--- src/tsi_pkg.sv ---
// Shared types, codes and helpers for the teleop safety interlock.
package tsi_pkg;

   // Command codes carried in the request tuser
   localparam logic [1:0] CMD_UPDATE = 2'd0;
   localparam logic [1:0] CMD_ESTOP  = 2'd1;
   localparam logic [1:0] CMD_RESET  = 2'd2;

   // Configuration register indexes
   localparam logic [1:0] REG_NEED_ENABLE  = 2'd0;
   localparam logic [1:0] REG_WARNING_GAP  = 2'd1;
   localparam logic [1:0] REG_HOLD_GAP     = 2'd2;
   localparam logic [1:0] REG_DISABLE_GAP  = 2'd3;

   // Configuration reset values
   localparam logic        RST_NEED_ENABLE  = 1'b1;
   localparam logic [15:0] RST_WARNING_GAP  = 16'd100;
   localparam logic [15:0] RST_HOLD_GAP     = 16'd250;
   localparam logic [15:0] RST_DISABLE_GAP  = 16'd500;

   // Reported safety state codes
   localparam logic [2:0] CODE_WAITING = 3'd0;
   localparam logic [2:0] CODE_READY   = 3'd1;
   localparam logic [2:0] CODE_ACTIVE  = 3'd2;
   localparam logic [2:0] CODE_WARNING = 3'd3;
   localparam logic [2:0] CODE_HOLD    = 3'd4;
   localparam logic [2:0] CODE_FAULT   = 3'd5;
   localparam logic [2:0] CODE_ESTOP   = 3'd6;

   // Safety state machine, one-hot
   typedef enum logic [6:0] {
      ST_WAITING = 7'b0000001,
      ST_READY   = 7'b0000010,
      ST_ACTIVE  = 7'b0000100,
      ST_WARNING = 7'b0001000,
      ST_HOLD    = 7'b0010000,
      ST_FAULT   = 7'b0100000,
      ST_ESTOP   = 7'b1000000
   } state_type;

   typedef struct packed {
      logic        need_enable;
      logic [15:0] warning_gap_ms;
      logic [15:0] hold_gap_ms;
      logic [15:0] disable_gap_ms;
   } cfg_type;

   typedef struct packed {
      logic [1:0]  cmd;
      logic        packet_estop;
      logic        packet_enable;
      logic [15:0] gap_ms;
   } item_type;

   typedef struct packed {
      state_type state;
      logic      estop_latch;
   } sm_type;

   // Map the one-hot state onto its reported code
   function automatic logic [2:0] state_code(state_type st);
      logic [2:0] code;
      code = CODE_WAITING;
      unique case (st)
         ST_WAITING: code = CODE_WAITING;
         ST_READY:   code = CODE_READY;
         ST_ACTIVE:  code = CODE_ACTIVE;
         ST_WARNING: code = CODE_WARNING;
         ST_HOLD:    code = CODE_HOLD;
         ST_FAULT:   code = CODE_FAULT;
         ST_ESTOP:   code = CODE_ESTOP;
         default:    code = CODE_WAITING;
      endcase
      return code;
   endfunction

endpackage

--- src/tsi_next_state.sv ---
// Next-state logic of the safety interlock for one command.
module tsi_next_state (
   input  tsi_pkg::cfg_type  cfg,
   input  tsi_pkg::item_type item,
   input  tsi_pkg::sm_type   cur,
   output tsi_pkg::sm_type   nxt
);
   import tsi_pkg::*;

   logic run_ok;
   logic hit_disable;
   logic hit_hold;
   logic hit_warning;
   state_type run_state;

   // Watchdog compares
   assign hit_disable = (item.gap_ms >= cfg.disable_gap_ms);
   assign hit_hold    = (item.gap_ms >= cfg.hold_gap_ms);
   assign hit_warning = (item.gap_ms >= cfg.warning_gap_ms);

   // Classify a running gap: hold wins over warning
   always_comb begin
      priority if (hit_hold) begin
         run_state = ST_HOLD;
      end else if (hit_warning) begin
         run_state = ST_WARNING;
      end else begin
         run_state = ST_ACTIVE;
      end
   end

   // Running states, or waiting with enable seen, go through the watchdog
   always_comb begin
      run_ok = 1'b0;
      unique case (cur.state)
         ST_WAITING: run_ok = item.packet_enable;
         ST_READY,
         ST_ACTIVE,
         ST_WARNING,
         ST_HOLD:    run_ok = 1'b1;
         ST_FAULT,
         ST_ESTOP:   run_ok = 1'b0;
         default:    run_ok = 1'b0;
      endcase
   end

   // Apply the command
   always_comb begin
      nxt = cur;
      unique case (item.cmd)
         CMD_UPDATE: begin
            priority if (cur.estop_latch || item.packet_estop) begin
               nxt.state = ST_ESTOP;
            end else if (cfg.need_enable && !item.packet_enable) begin
               nxt.state = ST_WAITING;
            end else if (hit_disable) begin
               nxt.state = ST_FAULT;
            end else if (run_ok) begin
               nxt.state = run_state;
            end else begin
               nxt.state = cur.state;
            end
         end
         CMD_ESTOP: begin
            nxt.estop_latch = 1'b1;
            nxt.state       = ST_ESTOP;
         end
         CMD_RESET: begin
            nxt.estop_latch = 1'b0;
            nxt.state       = cfg.need_enable ? ST_WAITING : ST_READY;
         end
         default: begin
            nxt = cur;
         end
      endcase
   end

endmodule

--- src/teleop_safety_interlock_fsm_unit.sv ---
// Top level of the teleop safety interlock: channels, registers and pipeline.
//
// Usage:
//   The request channel carries one command per transfer: a packet update
//   (e-stop bit, enable bit, gap in ms), a software e-stop or a reset. The
//   command code rides on req_tuser. Every accepted request returns exactly
//   one response transfer with the safety state after that command.
//   A request goes from the input register through the state update into
//   the output register, which drives the response transfer. Throughput is
//   one command per clock while the receiver does not stall; the rate is set
//   by the state update (three 16-bit compares and the state select).
//   When the receiver stalls, the output register holds its response and the
//   input register holds one more request; req_tready drops only when both
//   are full. Synchronous reset empties both stages, returns the state to
//   waiting-for-enable, clears the e-stop latch and restores the register
//   defaults (enable required, warning 100 ms, hold 250 ms, fault 500 ms).
//   Write the csr_ registers only while no command is in flight.
module teleop_safety_interlock_fsm_unit (
   input  logic        clock,
   input  logic        reset,
   // request channel
   input  logic        req_tvalid,
   output logic        req_tready,
   input  logic [23:0] req_tdata,   // [0] packet_estop, [1] packet_enable, [17:2] gap_ms
   input  logic [1:0]  req_tuser,   // [1:0] cmd
   // response channel
   output logic        rsp_tvalid,
   input  logic        rsp_tready,
   output logic [7:0]  rsp_tdata,   // [2:0] safety_state
   // configuration write port
   input  logic        csr_we,
   input  logic [1:0]  csr_index,
   input  logic [15:0] csr_wdata
);
   import tsi_pkg::*;

   cfg_type  cfg_ff;
   sm_type   sm_ff;
   sm_type   sm_in;
   item_type item_ff;
   logic     item_valid_ff;
   logic     out_valid_ff;
   logic [2:0] out_state_ff;
   logic     advance;
   logic     req_take;

   // Move the held request into the output register when it is empty or its response is taken
   assign advance    = item_valid_ff && (!out_valid_ff || rsp_tready);
   assign req_tready = !item_valid_ff || advance;
   assign req_take   = req_tvalid && req_tready;

   // Configuration registers
   always_ff @(posedge clock) begin
      if (reset) begin
         cfg_ff.need_enable    <= RST_NEED_ENABLE;
         cfg_ff.warning_gap_ms <= RST_WARNING_GAP;
         cfg_ff.hold_gap_ms    <= RST_HOLD_GAP;
         cfg_ff.disable_gap_ms <= RST_DISABLE_GAP;
      end else if (csr_we) begin
         unique case (csr_index)
            REG_NEED_ENABLE:    cfg_ff.need_enable    <= csr_wdata[0];
            REG_WARNING_GAP:    cfg_ff.warning_gap_ms <= csr_wdata;
            REG_HOLD_GAP:       cfg_ff.hold_gap_ms    <= csr_wdata;
            REG_DISABLE_GAP:    cfg_ff.disable_gap_ms <= csr_wdata;
            default:            cfg_ff                <= cfg_ff;
         endcase
      end
   end

   // Input register: valid flag
   always_ff @(posedge clock) begin
      if (reset) begin
         item_valid_ff <= 1'b0;
      end else if (req_take) begin
         item_valid_ff <= 1'b1;
      end else if (advance) begin
         item_valid_ff <= 1'b0;
      end
   end

   // Input register: payload
   always_ff @(posedge clock) begin
      if (req_take) begin
         item_ff.cmd           <= req_tuser;
         item_ff.packet_estop  <= req_tdata[0];
         item_ff.packet_enable <= req_tdata[1];
         item_ff.gap_ms        <= req_tdata[17:2];
      end
   end

   tsi_next_state u_next (
      .cfg  (cfg_ff),
      .item (item_ff),
      .cur  (sm_ff),
      .nxt  (sm_in)
   );

   // Safety state and e-stop latch advance with each transfer to the output
   always_ff @(posedge clock) begin
      if (reset) begin
         sm_ff.state       <= ST_WAITING;
         sm_ff.estop_latch <= 1'b0;
      end else if (advance) begin
         sm_ff <= sm_in;
      end
   end

   // Output register: valid flag
   always_ff @(posedge clock) begin
      if (reset) begin
         out_valid_ff <= 1'b0;
      end else if (advance) begin
         out_valid_ff <= 1'b1;
      end else if (rsp_tready) begin
         out_valid_ff <= 1'b0;
      end
   end

   // Output register: payload
   always_ff @(posedge clock) begin
      if (advance) begin
         out_state_ff <= state_code(sm_in.state);
      end
   end

   assign rsp_tvalid = out_valid_ff;
   assign rsp_tdata  = {5'd0, out_state_ff};

endmodule

--- config.mk ---
export PLATFORM = sky130hd
export DESIGN_NAME = teleop_safety_interlock_fsm_unit
export DESIGN_NICKNAME = d
export VERILOG_FILES = /design/src/tsi_pkg.sv /design/src/tsi_next_state.sv /design/src/teleop_safety_interlock_fsm_unit.sv
export SDC_FILE = /design/constraint.sdc
export NUM_CORES = 1
export LEC_CHECK = 0
export BUFFER_PORTS_ARGS = -buffer_cell sky130_fd_sc_hd__buf_2
export CAP_MARGIN = 25
export CORE_ASPECT_RATIO = 0.6
export CORE_MARGIN = 8
export CORE_UTILIZATION = 40
export DETAILED_ROUTE_END_ITERATION = 8
export PLACE_DENSITY = 0.64
export SYNTH_ARGS = -nofsm -noshare
export SYNTH_HDL_FRONTEND = slang
export SYNTH_SLANG_ARGS = --single-unit
--- constraint.sdc ---
create_clock -name clock -period 5 [get_ports clock]
set_input_delay 1.5 -clock clock [delete_from_list [all_inputs] [get_ports clock]]
set_output_delay 1.5 -clock clock [all_outputs]
set_load 0.1 [all_outputs]
Word-level counts from Yosys, hierarchy flattened
Index checks and enable logic that the tools add are counted.
{"block": "classes", "reduce_logical": 20, "n_eq_ne": 16, "magnitude_cmp": 3, "n_mux": 15}
{"cell": "16-bit greater-or-equal comparator", "count": 3}
{"cell": "7-bit 2-to-1 mux", "count": 5}
{"cell": "7-bit case mux with 3 select lines", "count": 1}
{"cell": "3-bit case mux with 6 select lines", "count": 1}
{"cell": "7-bit by 2-bit == test with 1-bit output, second input constant", "count": 2}
{"cell": "7-bit by 3-bit == test with 1-bit output, second input constant", "count": 2}
{"cell": "7-bit by 4-bit == test with 1-bit output, second input constant", "count": 2}
{"cell": "7-bit by 5-bit == test with 1-bit output, second input constant", "count": 2}
{"cell": "2-bit AND reduction", "count": 5}
{"cell": "7-bit by 1-bit == test with 1-bit output, second input constant", "count": 1}
{"cell": "7-bit by 6-bit == test with 1-bit output, second input constant", "count": 1}
{"cell": "7-bit == test, second input constant", "count": 1}
{"cell": "2-bit == test, second input constant", "count": 3}
{"cell": "2-bit nonzero test", "count": 3}
{"cell": "2-bit by 1-bit == test with 1-bit output, second input constant", "count": 2}
{"cell": "2-bit logical NOT", "count": 2}
{"cell": "1-bit 2-to-1 mux", "count": 4}
{"cell": "4-bit 2-to-1 mux", "count": 1}
{"cell": "1-bit case mux with 2 select lines", "count": 2}
{"cell": "4-bit OR reduction", "count": 1}
{"cell": "1-bit logical AND", "count": 3}
{"cell": "1-bit logical NOT", "count": 3}
{"cell": "1-bit logical OR", "count": 3}
{"cell": "2-bit 2-to-1 mux", "count": 1}
{"block": "word_totals", "word_cells": 67, "reg_bits": 82, "in_bits": 49}

Depth between registers and ports, before layout
{"block": "depth", "word_depth": 10, "mapped_depth": 10, "mapped_depth_nobuf": 10}

Cells and area by module
Synthesis repeated with hierarchy kept, for this count alone.
{"block": "hier_totals", "hier_cells": 510, "hier_area_um2": 4593.2}
{"module": "teleop_safety_interlock_fsm_unit", "instances": 1, "seq_area_each_um2": 1871.8, "area_each_um2": 3084.2, "cells_per_inst": 300}
{"module": "tsi_next_state", "instances": 1, "seq_area_each_um2": 0.0, "area_each_um2": 1508.9, "cells_per_inst": 210}

Worst setup path after synthesis
Ideal clock, no wire load.
{"block": "synth_path", "kind": "input-to-output", "startpoint": "input port rsp_tready", "endpoint": "output port req_tready", "path_stages": 2, "arrival_time_ns": 2.259, "path_slack_ns": 1.241, "path_cell_list": "nor2b_1 nand2_1"}
{"block": "synth_between", "elab_chain_len": 3}
{"item": "start, declared", "line": "teleop_safety_interlock_fsm_unit.sv:28", "source": "input logic rsp_tready,"}
{"item": "1-bit logical OR", "line": "teleop_safety_interlock_fsm_unit.sv:48", "source": "assign advance = item_valid_ff && (!out_valid_ff || rsp_tready);"}
{"item": "1-bit logical AND", "line": "teleop_safety_interlock_fsm_unit.sv:48"}
{"item": "1-bit logical OR", "line": "teleop_safety_interlock_fsm_unit.sv:49", "source": "assign req_tready = !item_valid_ff || advance;"}
{"item": "end, declared", "line": "teleop_safety_interlock_fsm_unit.sv:23", "source": "output logic req_tready,"}
No other way between the ends.

Worst setup path after layout
Ends and elaborated chain as after synthesis.

==> metrics.cfg <==
[outcome]
status=completed

[yosys]
synth_flop_cell=dfxtp_1
ys_seq_area_share_pct=42.0
synth_edf_count=23
syn_area_um2=4460
synth-seq-cells=82
synth.avg_cell_area_um2=8.78
syn_inst=508
ys_warn_count=0
async_flop_share_pct=0
yosys.cell_types.count=53

[drt]
drt-vias-per-instance=5.38
post_drt_wl_per_cell_um=15.6
drt_iter0_drc=244
drc=0
drt_wl_total_mm=10.9
vias=3763
ant_nets=0
dr.pass1.iters=5

[place]
finalWeightedCongestion=0.838
dp.final_hpwl_mm=8.11
dp_slack_ns=1.29
numPortBuffers=47
place_area_um2=4820

[setup_path]
cp_common_cell=buf_2
end_kind=output pin
r2r-start=item_ff[11]$_DFFE_PP_
cpMaxStageDelayCell=buf_2
worstSetupPathType=primary input to output pin
path_cells=buf_2 > nor2b_1 > nand2_1 > buf_2
critPathMaxFanout=4
cp-startpoint=rsp_tready
r2r.worst_path.cells=9
start_kind=primary input
worst_ep_required_time_ns=3.50
arrival_ns=2.20
slowest_delay_ns=0.30

[cts]
holdBufCountCts=0
ctsRootBufferMaster=clkbuf_16
path_clk_slew_ns=0.06
cts_sinks=82
clkLatencyLatePin_ns=0.34
cts_tree=yes
cts_max_path_buffers=2
htree_levels=3
cts_buffers=9
cts_setup_buffers=0
cts_resized=0

[power_and_ir_drop]
p_clk_share_pct=39.7
p_seq_share_pct=45.6
p_leak_nw=2.12
p_int_mw=1.19
p_per_area_nw_per_um2=317
comb_power_share_pct=14.8
switchingPower_mw=0.437
netSwitchingFraction_pct=26.9
total_power_mw=1.62
ir_drop_mv=0.173

[floorplanning]
rows=30
fp.dieW_um=152
die_area_um2=14900
start_util_pct=40.3
coreArea_um2=11100
die_h_um=97.8
ios=59

[sta]
timing.final.ws_setup_ns=1.30
finClkSkew_ns=0.0100
rsz0062_at_grt=false
fin_crit_sh_pct=74.0
setup_violations=0
hold_viol_final=0
min_period_ns=3.70
max_slew_margin_pct=42.3
setup-tns-final_ns=0
drv_slew=0
fmaxAchievable_mhz=270
worstMarginPinSlew_ns=0.865

[global_route]
grt_pass1_vias=3736
grt_antenna_before_repair=0
gr-total-overflow=0
grt_max_degree=60
grt_pass1_wl_mm=18.1
grt_usage_pct=15.2

[layout]
design_area_um2=5120
diodes=0
fin_nets=653
final_cell_mix=93 x nand2_1, 59 x dfxtp_1, 54 x a21oi_1
layout_commonest_cell=nand2_1
drive_gt1_share_pct=14.0
syn2layout_area_growth_pct=14.9
nFillCells=1065

[hold_path]
worstHoldStart=cfg_ff[15]$_SDFFE_PP0P_
hold_class=register to register
hold_path_depth=2

[run]
drv_cap=0

==> logic make-up (layout without fill, tap and decap cells) <==
group / count (synthesis) / after routing / synth area share (%)
buf+inv: 74 / 118 / 6.65
flops: 82 / 82 / 42.0
xor+xnor: 1 / 1 / 0.196
other cells: 1 / 5 / 0.0841
simple gates: 178 / 178 / 18.5
fa+ha+maj: 52 / 52 / 14.6
mux: 1 / 1 / 0.224
compound gates: 119 / 119 / 17.8
==> through the flow <==
step | util (%) | instances | hold WS (ns)
after floorplan | - | 512 | 0.436
after global placement | 43.4 | 683 | 0.444
after detailed placement | 43.5 | 684 | 0.448
after CTS | 46.1 | 699 | 0.456
after global routing | 46.3 | 700 | 0.477
final | 46.3 | 700 | 0.456
==> power by group through the flow <==
stage,clock network [mW],logic [mW],registers (mW)
CTS,0.660,0.238,0.739
global placement,0,0.226,0.753
detailed placement,0,0.236,0.754
finish,0.644,0.240,0.739
global route,0.682,0.271,0.743
floorplan,0,0.159,0.761
==> worst max-delay path, delay by kind of cell <==
kind	cells	cell delay [ns]
buffers and inverters	2	0.40
and+or+nand+nor	2	0.31
==> layer usage <==
metal | global-route usage (%) | vias to the layer above | part of all wire, %
li1 | - | 1847 | -
met1 | 20.7 | 1793 | 51
met2 | 22.5 | 112 | 42
met3 | 4.76 | 11 | 6.4
met4 | 4.35 | 0 | 1.1
met5 | 0 | - | 0
==> area by class of cell <==
| class | count | area [um^2] | share of cell area [%] |
|---|---|---|---|
| clock buffer | 10 | 229 | 4.47 |
| clock inverter | 5 | 56.3 | 1.10 |
| tap | 144 | 180 | 3.52 |
| multi-input combinational | 356 | 2310 | 45.0 |
| sequential | 82 | 1870 | 36.5 |
| timing repair buffer | 51 | 285 | 5.57 |
| inverter | 52 | 195 | 3.81 |
==> final timing paths <==
| kind | slack [ns] | end |
|---|---|---|
| setup reg to reg | 1.65 | out_state_ff[1]$_DFFE_PP_ |
| setup / recovery | 1.30 | req_tready |
| hold reg to reg | 0.46 | cfg_ff[15]$_SDFFE_PP0P_ |
| hold / removal | 0.46 | cfg_ff[15]$_SDFFE_PP0P_ |
==> synth_stat cells (all sizes together), types with 5 or more instances <==
library cell | n | share of area [%]
a211oi | 10 | 1.8
clkbuf | 15 | 1.3
a21oi | 54 | 6.1
nor2 | 33 | 2.8
nand4 | 7 | 0.98
buf | 7 | 1.0
nand3 | 5 | 0.56
o21ai | 15 | 1.7
edfxtp | 23 | 15
inv | 52 | 4.4
a211o | 12 | 2.4
ha | 52 | 15
nand2 | 93 | 7.8
dfxtp | 59 | 26
nand3b | 10 | 1.7
==> state kept, by name, indices dropped and copies added (netlist names) <==
signal,cells
rsp_tvalid,1
cfg_ff,49
item_ff,20
sm_ff,8
item_valid_ff,1
out_state_ff,3
Power figures use the tool's default switching activity.
